## src/rtl/gee_pkg.sv

```systemverilog
// ----------------------------------------------------------------------------
// gee_pkg
// Shared types and constants of the Gaussian elimination engine: operation
// codes, controller and FPU states, and the controller-to-datapath command.
// ----------------------------------------------------------------------------
package gee_pkg;

    localparam int IDX_W  = 6;
    localparam int CNT_W  = IDX_W + 1;
    localparam int ADDR_W = 2 * IDX_W;
    localparam int DATA_W = 32;
    localparam int NCFG_W = 7;
    localparam int DIM    = 1 << IDX_W;

    localparam logic [NCFG_W-1:0] N_RESET = NCFG_W'(DIM);
    localparam logic [DATA_W-1:0] FP_ONE  = 32'h3F80_0000;
    localparam logic [DATA_W-1:0] FP_ZERO = 32'h0000_0000;

    typedef enum logic [1:0] {
        OP_WRITE = 2'd0,
        OP_START = 2'd1,
        OP_READ  = 2'd2,
        OP_NONE  = 2'd3
    } op_t;

    typedef enum logic {
        FOP_DIV,
        FOP_MSUB
    } fop_t;

    typedef enum logic [1:0] {
        WSEL_ITEM,
        WSEL_FPU,
        WSEL_ONE,
        WSEL_ZERO
    } wsel_t;

    typedef enum logic [4:0] {
        S_IDLE,
        S_MEM_WR,
        S_MEM_RD,
        S_RESP,
        S_E_INIT,
        S_PIV_RD,
        S_PIV_LD,
        S_SC_CHK,
        S_SC_RD,
        S_SC_GO,
        S_SC_WAIT,
        S_DIAG_WR,
        S_ROW_CHK,
        S_FAC_RD,
        S_FAC_LD,
        S_EL_CHK,
        S_B_RD,
        S_B_LD,
        S_EL_GO,
        S_EL_WAIT,
        S_ZERO_WR,
        S_K_NEXT
    } ctrl_state_t;

    typedef enum logic [3:0] {
        F_IDLE,
        F_MUL,
        F_SUBSPEC,
        F_ALIGN,
        F_ADD,
        F_DIVSPEC,
        F_DIVIT,
        F_LZC,
        F_SHIFT,
        F_ROUND
    } fpu_state_t;

    typedef struct packed {
        logic              ld_item;
        logic              mem_rd;
        logic              mem_we;
        logic              addr_item;
        logic [ADDR_W-1:0] addr;
        wsel_t             wsel;
        logic              ld_piv;
        logic              ld_fac;
        logic              ld_opb;
        logic              fpu_start;
        fop_t              fpu_op;
        logic              out_load;
        logic              out_read;
    } dp_cmd_t;

    typedef struct packed {
        logic fpu_done;
    } dp_stat_t;

endpackage

```

## src/rtl/gee_ctrl.sv

```systemverilog
// ----------------------------------------------------------------------------
// gee_ctrl
// Item handshake, size register and the pivot/row/column sequencer that
// walks the elimination and issues datapath commands.
// ----------------------------------------------------------------------------
module gee_ctrl
    import gee_pkg::*;
(
    input  logic              aclk,
    input  logic              aresetn,
    input  logic              s_valid,
    output logic              s_ready,
    input  logic [1:0]        s_operation,
    input  logic              cfg_valid,
    output logic              cfg_ready,
    input  logic [NCFG_W-1:0] cfg_data,
    output logic              m_valid,
    input  logic              m_ready,
    output dp_cmd_t           cmd,
    input  dp_stat_t          stat
);

    ctrl_state_t       state_reg, state_next;
    op_t               op_reg, op_next;
    logic [NCFG_W-1:0] n_reg;
    logic [CNT_W-1:0]  neff_reg, neff_next;
    logic [CNT_W-1:0]  k_reg, k_next;
    logic [CNT_W-1:0]  i_reg, i_next;
    logic [CNT_W-1:0]  j_reg, j_next;
    logic              out_valid_reg, out_valid_next;
    logic [CNT_W-1:0]  n_sat;

    function automatic logic [ADDR_W-1:0] mk_addr(input logic [CNT_W-1:0] r,
                                                  input logic [CNT_W-1:0] cc);
        return {r[IDX_W-1:0], cc[IDX_W-1:0]};
    endfunction

    assign cfg_ready = 1'b1;
    assign m_valid   = out_valid_reg;
    assign n_sat     = (n_reg > NCFG_W'(DIM)) ? CNT_W'(DIM) : CNT_W'(n_reg);

    always_ff @(posedge aclk) begin
        if (!aresetn) begin
            state_reg     <= S_IDLE;
            out_valid_reg <= 1'b0;
            n_reg         <= N_RESET;
        end else begin
            state_reg     <= state_next;
            out_valid_reg <= out_valid_next;
            if (cfg_valid && cfg_ready) begin
                n_reg <= cfg_data;
            end
        end
    end

    always_ff @(posedge aclk) begin
        op_reg   <= op_next;
        neff_reg <= neff_next;
        k_reg    <= k_next;
        i_reg    <= i_next;
        j_reg    <= j_next;
    end

    always_comb begin
        state_next     = state_reg;
        op_next        = op_reg;
        neff_next      = neff_reg;
        k_next         = k_reg;
        i_next         = i_reg;
        j_next         = j_reg;
        out_valid_next = out_valid_reg & ~m_ready;
        s_ready        = 1'b0;
        cmd            = '0;
        cmd.wsel       = WSEL_ITEM;
        cmd.fpu_op     = FOP_DIV;

        case (state_reg)
            S_IDLE: begin
                s_ready = 1'b1;
                if (s_valid) begin
                    op_next     = op_t'(s_operation);
                    cmd.ld_item = 1'b1;
                    case (op_t'(s_operation))
                        OP_WRITE: state_next = S_MEM_WR;
                        OP_READ:  state_next = S_MEM_RD;
                        OP_START: state_next = S_E_INIT;
                        default:  state_next = S_RESP;
                    endcase
                end
            end
            S_MEM_WR: begin
                cmd.mem_we    = 1'b1;
                cmd.addr_item = 1'b1;
                cmd.wsel      = WSEL_ITEM;
                state_next    = S_RESP;
            end
            S_MEM_RD: begin
                cmd.mem_rd    = 1'b1;
                cmd.addr_item = 1'b1;
                state_next    = S_RESP;
            end
            S_RESP: begin
                if (!out_valid_reg || m_ready) begin
                    cmd.out_load   = 1'b1;
                    cmd.out_read   = (op_reg == OP_READ);
                    out_valid_next = 1'b1;
                    state_next     = S_IDLE;
                end
            end
            S_E_INIT: begin
                neff_next  = n_sat;
                k_next     = '0;
                state_next = (n_sat == '0) ? S_RESP : S_PIV_RD;
            end
            S_PIV_RD: begin
                cmd.mem_rd = 1'b1;
                cmd.addr   = mk_addr(k_reg, k_reg);
                state_next = S_PIV_LD;
            end
            S_PIV_LD: begin
                cmd.ld_piv = 1'b1;
                j_next     = k_reg + CNT_W'(1);
                state_next = S_SC_CHK;
            end
            S_SC_CHK: begin
                state_next = (j_reg < neff_reg) ? S_SC_RD : S_DIAG_WR;
            end
            S_SC_RD: begin
                cmd.mem_rd = 1'b1;
                cmd.addr   = mk_addr(k_reg, j_reg);
                state_next = S_SC_GO;
            end
            S_SC_GO: begin
                cmd.fpu_start = 1'b1;
                cmd.fpu_op    = FOP_DIV;
                state_next    = S_SC_WAIT;
            end
            S_SC_WAIT: begin
                if (stat.fpu_done) begin
                    cmd.mem_we = 1'b1;
                    cmd.addr   = mk_addr(k_reg, j_reg);
                    cmd.wsel   = WSEL_FPU;
                    j_next     = j_reg + CNT_W'(1);
                    state_next = S_SC_CHK;
                end
            end
            S_DIAG_WR: begin
                cmd.mem_we = 1'b1;
                cmd.addr   = mk_addr(k_reg, k_reg);
                cmd.wsel   = WSEL_ONE;
                i_next     = k_reg + CNT_W'(1);
                state_next = S_ROW_CHK;
            end
            S_ROW_CHK: begin
                state_next = (i_reg < neff_reg) ? S_FAC_RD : S_K_NEXT;
            end
            S_FAC_RD: begin
                cmd.mem_rd = 1'b1;
                cmd.addr   = mk_addr(i_reg, k_reg);
                state_next = S_FAC_LD;
            end
            S_FAC_LD: begin
                cmd.ld_fac = 1'b1;
                j_next     = k_reg + CNT_W'(1);
                state_next = S_EL_CHK;
            end
            S_EL_CHK: begin
                state_next = (j_reg < neff_reg) ? S_B_RD : S_ZERO_WR;
            end
            S_B_RD: begin
                cmd.mem_rd = 1'b1;
                cmd.addr   = mk_addr(k_reg, j_reg);
                state_next = S_B_LD;
            end
            S_B_LD: begin
                cmd.ld_opb = 1'b1;
                cmd.mem_rd = 1'b1;
                cmd.addr   = mk_addr(i_reg, j_reg);
                state_next = S_EL_GO;
            end
            S_EL_GO: begin
                cmd.fpu_start = 1'b1;
                cmd.fpu_op    = FOP_MSUB;
                state_next    = S_EL_WAIT;
            end
            S_EL_WAIT: begin
                cmd.fpu_op = FOP_MSUB;
                if (stat.fpu_done) begin
                    cmd.mem_we = 1'b1;
                    cmd.addr   = mk_addr(i_reg, j_reg);
                    cmd.wsel   = WSEL_FPU;
                    j_next     = j_reg + CNT_W'(1);
                    state_next = S_EL_CHK;
                end
            end
            S_ZERO_WR: begin
                cmd.mem_we = 1'b1;
                cmd.addr   = mk_addr(i_reg, k_reg);
                cmd.wsel   = WSEL_ZERO;
                i_next     = i_reg + CNT_W'(1);
                state_next = S_ROW_CHK;
            end
            S_K_NEXT: begin
                k_next     = k_reg + CNT_W'(1);
                state_next = ((k_reg + CNT_W'(1)) < neff_reg) ? S_PIV_RD : S_RESP;
            end
            default: begin
                state_next = S_IDLE;
            end
        endcase
    end

endmodule

```

## config.mk

```make
export PLATFORM = sky130hd
export DESIGN_NAME = gee_ctrl
export DESIGN_NICKNAME = d
export VERILOG_FILES = /design/src/rtl/gee_pkg.sv /design/src/rtl/gee_ctrl.sv
export SDC_FILE = /design/constraint.sdc
export NUM_CORES = 1
export LEC_CHECK = 0
export ABC_AREA = 1
export BUFFER_PORTS_ARGS = -buffer_cell sky130_fd_sc_hd__buf_4
export CORE_MARGIN = 2
export CORE_UTILIZATION = 40
export DETAILED_ROUTE_END_ITERATION = 6
export PLACE_DENSITY = 0.67
export SLEW_MARGIN = 20
export SYNTH_ARGS = -nofsm -noshare
export SYNTH_HDL_FRONTEND = slang
export SYNTH_SLANG_ARGS = --single-unit
```

## constraint.sdc

```tcl
create_clock -name aclk -period 2.6 [get_ports aclk]
set_clock_uncertainty 0.15 [all_clocks]
set_input_delay 0.26 -clock aclk [delete_from_list [all_inputs] [get_ports aclk]]
set_output_delay 0.26 -clock aclk [all_outputs]
set_load 0.01 [all_outputs]
```

==> flow_summary.html <==
<table>
<tr><th>Metric</th><th>Value</th></tr>
<tr><th colspan="2">Status</th></tr>
<tr><td>Result of the run</td><td>completed</td></tr>
<tr><th colspan="2">Floorplan</th></tr>
<tr><td>Count of standard-cell rows</td><td>32</td></tr>
<tr><td>Chip height</td><td>92.11 µm</td></tr>
<tr><td>Horizontal die dimension</td><td>92.11 µm</td></tr>
<tr><td>Placeable Area</td><td>0.007607 mm²</td></tr>
<tr><td>Io pins</td><td>43</td></tr>
<tr><td>Die Footprint</td><td>0.008484 mm²</td></tr>
<tr><td>Starting Density</td><td>40.82%</td></tr>
<tr><th colspan="2">STA</th></tr>
<tr><td>Worst max-slew margin expressed relative to the limit</td><td>66.76%</td></tr>
<tr><td>Achievable clock frequency</td><td>0.4078 GHz</td></tr>
<tr><td>Unrepaired setup endpoints after global routing</td><td>yes</td></tr>
<tr><td>Max-slew violation count</td><td>0</td></tr>
<tr><td>Worst slew pin tran</td><td>0.4959 ns</td></tr>
<tr><td>Post-layout minimum cycle time</td><td>2.452 ns</td></tr>
<tr><td>Portion of the clock cycle consumed by the worst path in the final layout</td><td>94.31%</td></tr>
<tr><td>Total count of hold-check failures in the final report</td><td>0</td></tr>
<tr><td>Final hold slack</td><td>0.01607 ns</td></tr>
<tr><td>Count of endpoints failing setup in the final report</td><td>0</td></tr>
<tr><th colspan="2">Synth</th></tr>
<tr><td>Compound-Gate Fraction of Synth Area</td><td>12.73%</td></tr>
<tr><td>Dominant cell type by area after synthesis</td><td>sky130_fd_sc_hd__edfxtp_1</td></tr>
<tr><td>Area of the mapped netlist</td><td>0.003105 mm²</td></tr>
<tr><td>Share of synthesized area occupied by flip-flops and latches</td><td>37.39%</td></tr>
<tr><td>Dominant combinational cell family by area after synthesis</td><td>simple AND/OR/NAND/NOR gates</td></tr>
<tr><td>Number of standard cells after synthesis</td><td>408</td></tr>
<tr><td>Yosys Warn Count</td><td>0</td></tr>
<tr><td>Number of distinct library cells after synthesis</td><td>34</td></tr>
<tr><td>Share of synthesized cell area in full adder, half adder and majority cells</td><td>10.07%</td></tr>
<tr><td>Share of synthesized area spent on multiplexers</td><td>0%</td></tr>
<tr><td>Top cells by area in the synthesized netlist</td><td>sky130_fd_sc_hd__edfxtp_1, sky130_fd_sc_hd__ha_1, sky130_fd_sc_hd__nand2_1, sky130_fd_sc_hd__dfxtp_1, sky130_fd_sc_hd__inv_1</td></tr>
<tr><td>Synthesized area divided by synthesized cell count</td><td>7.611 µm²</td></tr>
<tr><td>Number of storage elements in the synthesis netlist</td><td>43</td></tr>
<tr><td>Post-Syn Nets</td><td>448</td></tr>
<tr><td>Area share of xor/xnor cells in the synthesized design</td><td>2.538%</td></tr>
<tr><td>Share of the synthesized area in the top cell type</td><td>29.01%</td></tr>
<tr><td>Simple logic cell fraction of the synthesized area</td><td>27.03%</td></tr>
<tr><th colspan="2">Flow run</th></tr>
<tr><td>Max-cap violations</td><td>0</td></tr>
<tr><th colspan="2">Global route</th></tr>
<tr><td>Total gr overflow</td><td>0</td></tr>
<tr><td>Initial antenna violation count</td><td>0</td></tr>
<tr><td>Wire length of the first global-routing pass</td><td>12.71 mm</td></tr>
<tr><td>Via count of the first global-routing pass</td><td>2719</td></tr>
<tr><td>Pin count of the biggest net entering global routing</td><td>15</td></tr>
<tr><td>Global-route total usage across every layer</td><td>18.53%</td></tr>
<tr><th colspan="2">Cells and area</th></tr>
<tr><td>Area of all placed cells without fillers</td><td>0.003684 mm²</td></tr>
<tr><td>Most common library cell in the layout ignoring fill and taps</td><td>sky130_fd_sc_hd__nand2_1</td></tr>
<tr><td>Net count, final</td><td>498</td></tr>
<tr><td>Number of fill cells in the layout</td><td>791</td></tr>
<tr><td>Relative area change from synthesis to final layout</td><td>18.61%</td></tr>
<tr><td>Final core occ</td><td>48.42%</td></tr>
<tr><td>Fraction of layout cells with a size suffix above 1</td><td>19.17%</td></tr>
<tr><td>Post-layout instance count excluding filler cells</td><td>561</td></tr>
<tr><td>Commonest cells after routing, fill and taps aside</td><td>sky130_fd_sc_hd__nand2_1, sky130_fd_sc_hd__inv_1, sky130_fd_sc_hd__buf_4</td></tr>
<tr><td>Inserted Diodes</td><td>0</td></tr>
<tr><th colspan="2">Clock network</th></tr>
<tr><td>Number of levels the H-tree was split into</td><td>2</td></tr>
<tr><td>TritonCTS Buffers</td><td>5</td></tr>
<tr><td>Clock transition time at the flip-flop clock pins of the worst setup and hold paths</td><td>0.09 ns</td></tr>
<tr><td>Post-CTS setup buffer count</td><td>0</td></tr>
<tr><td>Root Buffer Master</td><td>sky130_fd_sc_hd__clkbuf_8</td></tr>
<tr><td>Clk sink count</td><td>43</td></tr>
<tr><td>Number of hold buffers added after cts</td><td>0</td></tr>
<tr><td>Clock network latency to the later pin of the worst-skew pair</td><td>0.30 ns</td></tr>
<tr><td>Resized cells post-CTS</td><td>0</td></tr>
<tr><td>CTS tree</td><td>yes</td></tr>
<tr><td>Maximum root-to-sink buffer count</td><td>2</td></tr>
<tr><th colspan="2">Route</th></tr>
<tr><td>Number of violations reported at the end of detailed-routing iteration 0</td><td>202</td></tr>
<tr><td>Drt first pass iters</td><td>4</td></tr>
<tr><td>Via count</td><td>2794</td></tr>
<tr><td>Final routed DRC violation total</td><td>0</td></tr>
<tr><td>Detailed Route WL</td><td>7.485 mm</td></tr>
<tr><td>Routed Antenna Nets</td><td>0</td></tr>
<tr><td>Vias per cell</td><td>4.980</td></tr>
<tr><td>DR WL/cell</td><td>13.34 µm</td></tr>
<tr><th colspan="2">Placed design</th></tr>
<tr><td>Instance area after placement</td><td>0.003568 mm²</td></tr>
<tr><td>Routability cong.</td><td>0.9647</td></tr>
<tr><td>Placed Instances</td><td>553</td></tr>
<tr><td>Number of port buffers</td><td>41</td></tr>
<tr><td>Hpwl dp</td><td>6.145 mm</td></tr>
<tr><th colspan="2">Pwr</th></tr>
<tr><td>Leak</td><td>1.794 nW</td></tr>
<tr><td>Power density over the cells</td><td>590.5 mW/mm²</td></tr>
<tr><td>Internal power</td><td>1.363 mW</td></tr>
<tr><td>Relative contribution of sequential cells to total power</td><td>40.4%</td></tr>
<tr><td>IR Drop Worst-Case VDD</td><td>297.4 µV</td></tr>
<tr><td>Clock Power Share</td><td>22.5%</td></tr>
<tr><td>Power share of the combinational group</td><td>37.1%</td></tr>
<tr><td>Net switching power figure</td><td>0.8118 mW</td></tr>
<tr><td>Switching Fraction</td><td>37.32%</td></tr>
<tr><th colspan="2">Worst setup path</th></tr>
<tr><td>Path type of the worst setup path</td><td>flop to flop</td></tr>
<tr><td>Worst endpoint required time</td><td>2.63 ns</td></tr>
<tr><td>Kind of capture point of the worst setup path</td><td>flop</td></tr>
<tr><td>CP arrival</td><td>2.48 ns</td></tr>
<tr><td>Critical Path Fanout Max</td><td>4</td></tr>
<tr><td>Kind of start point of the critical path</td><td>flop</td></tr>
<tr><th colspan="2">Hold path</th></tr>
<tr><td>Worst min-delay path category</td><td>input port to flop</td></tr>
</table>
==> final timing paths <==
kind | slack, ns | cells past startpoint | endpoint | startpoint
max | 0.15 | 14 | state_reg[1] | k_reg[1]
min reg2reg | 0.33 | 2 | n_reg[4] | n_reg[4]
min | 0.02 | 2 | n_reg[6] | cfg_valid
max reg2reg | 0.15 | 14 | state_reg[1] | k_reg[1]
==> critical path, stage by stage (launching register included) <==
cell and delay, ns:
sky130_fd_sc_hd__edfxtp_1 0.45, sky130_fd_sc_hd__ha_1 0.23, sky130_fd_sc_hd__nand4_1 0.12, sky130_fd_sc_hd__nor2_1 0.06, sky130_fd_sc_hd__or2_2 0.27, sky130_fd_sc_hd__nand2_1 0.10, sky130_fd_sc_hd__inv_1 0.07, sky130_fd_sc_hd__ha_1 0.29
sky130_fd_sc_hd__a21oi_1 0.15, sky130_fd_sc_hd__o21a_1 0.15, sky130_fd_sc_hd__nand2_1 0.05, sky130_fd_sc_hd__nand2_1 0.05, sky130_fd_sc_hd__nand3_1 0.07, sky130_fd_sc_hd__nand2_1 0.06, sky130_fd_sc_hd__a21oi_1 0.05
==> power by group through the flow <==
stage / registers (mW) / logic [mW] / clock network, mW
2_1_floorplan: 0.883 / 0.533 / 0
3_3_place_gp: 0.892 / 0.790 / 0
3_5_place_dp: 0.893 / 0.797 / 0
4_1_cts: 0.878 / 0.801 / 0.502
5_1_grt: 0.888 / 0.903 / 0.529
6_report: 0.878 / 0.808 / 0.489
==> per-layer routing <==
metal	part of all wire, %	track usage (%)	vias up
li1	-	-	1447
met1	47	25.04	1259
met2	47	31.07	76
met3	4.8	2.876	12
met4	1.4	4.726	0
met5	0	0	-
==> cell type report <==
class	instances	area, µm²	area share (%)
multi-input combinational	284	1638	44.46
sequential	43	1161	31.52
timing repair buffer	49	367.9	9.986
inverter	75	281.5	7.643
tap	102	127.6	3.465
clock buffer	6	93.84	2.548
clock inverter	2	13.76	0.3736
==> synth_stat cells <==
master	number
sky130_fd_sc_hd__o2111ai_1	1
sky130_fd_sc_hd__o21a_1	2
sky130_fd_sc_hd__conb_1	1
sky130_fd_sc_hd__inv_2	8
sky130_fd_sc_hd__nand4_1	8
sky130_fd_sc_hd__nand3_1	30
sky130_fd_sc_hd__nand2_1	71
sky130_fd_sc_hd__o21ai_2	1
sky130_fd_sc_hd__a21oi_2	2
sky130_fd_sc_hd__ha_1	25
sky130_fd_sc_hd__dfxtp_1	13
sky130_fd_sc_hd__o31ai_1	2
sky130_fd_sc_hd__or2_2	1
sky130_fd_sc_hd__xnor2_1	2
sky130_fd_sc_hd__nand3_2	5
sky130_fd_sc_hd__nor2_1	45
sky130_fd_sc_hd__nand3_4	1
sky130_fd_sc_hd__nand2_2	2
sky130_fd_sc_hd__xor2_1	7
sky130_fd_sc_hd__nor2_4	5
sky130_fd_sc_hd__a21oi_1	21
sky130_fd_sc_hd__o21ai_0	29
sky130_fd_sc_hd__edfxtp_1	30
sky130_fd_sc_hd__clkbuf_1	2
sky130_fd_sc_hd__buf_4	2
sky130_fd_sc_hd__nor2_2	5
sky130_fd_sc_hd__o21ai_1	2
sky130_fd_sc_hd__o22ai_1	9
sky130_fd_sc_hd__a31oi_1	1
sky130_fd_sc_hd__a21o_1	1
sky130_fd_sc_hd__nor3_2	1
sky130_fd_sc_hd__nor3_1	4
sky130_fd_sc_hd__inv_1	67
sky130_fd_sc_hd__buf_2	2
==> per-stage QoR <==
step | setup TNS, ns | worst slack (ns) | power (mW)
detailed placement | 0 | 0.1755 | 1.690
floorplan | 0 | 0.2929 | 1.416
finish | 0 | 0.1480 | 2.175
CTS | 0 | 0.1613 | 2.181
global route | -0.003504 | -0.003504 | 2.320
global placement | 0 | 0.2616 | 1.682
==> cell families after synthesis <==
group                    after synthesis
AND/OR/NAND/NOR                      178
buffers and inverters                 81
AO/OA/AOI/OAI                         71
flip-flops                            43
adder cells (fa/ha/maj)               25
XOR/XNOR                               9
other                                  1
No activity file was read; power rests on OpenSTA's default activity.
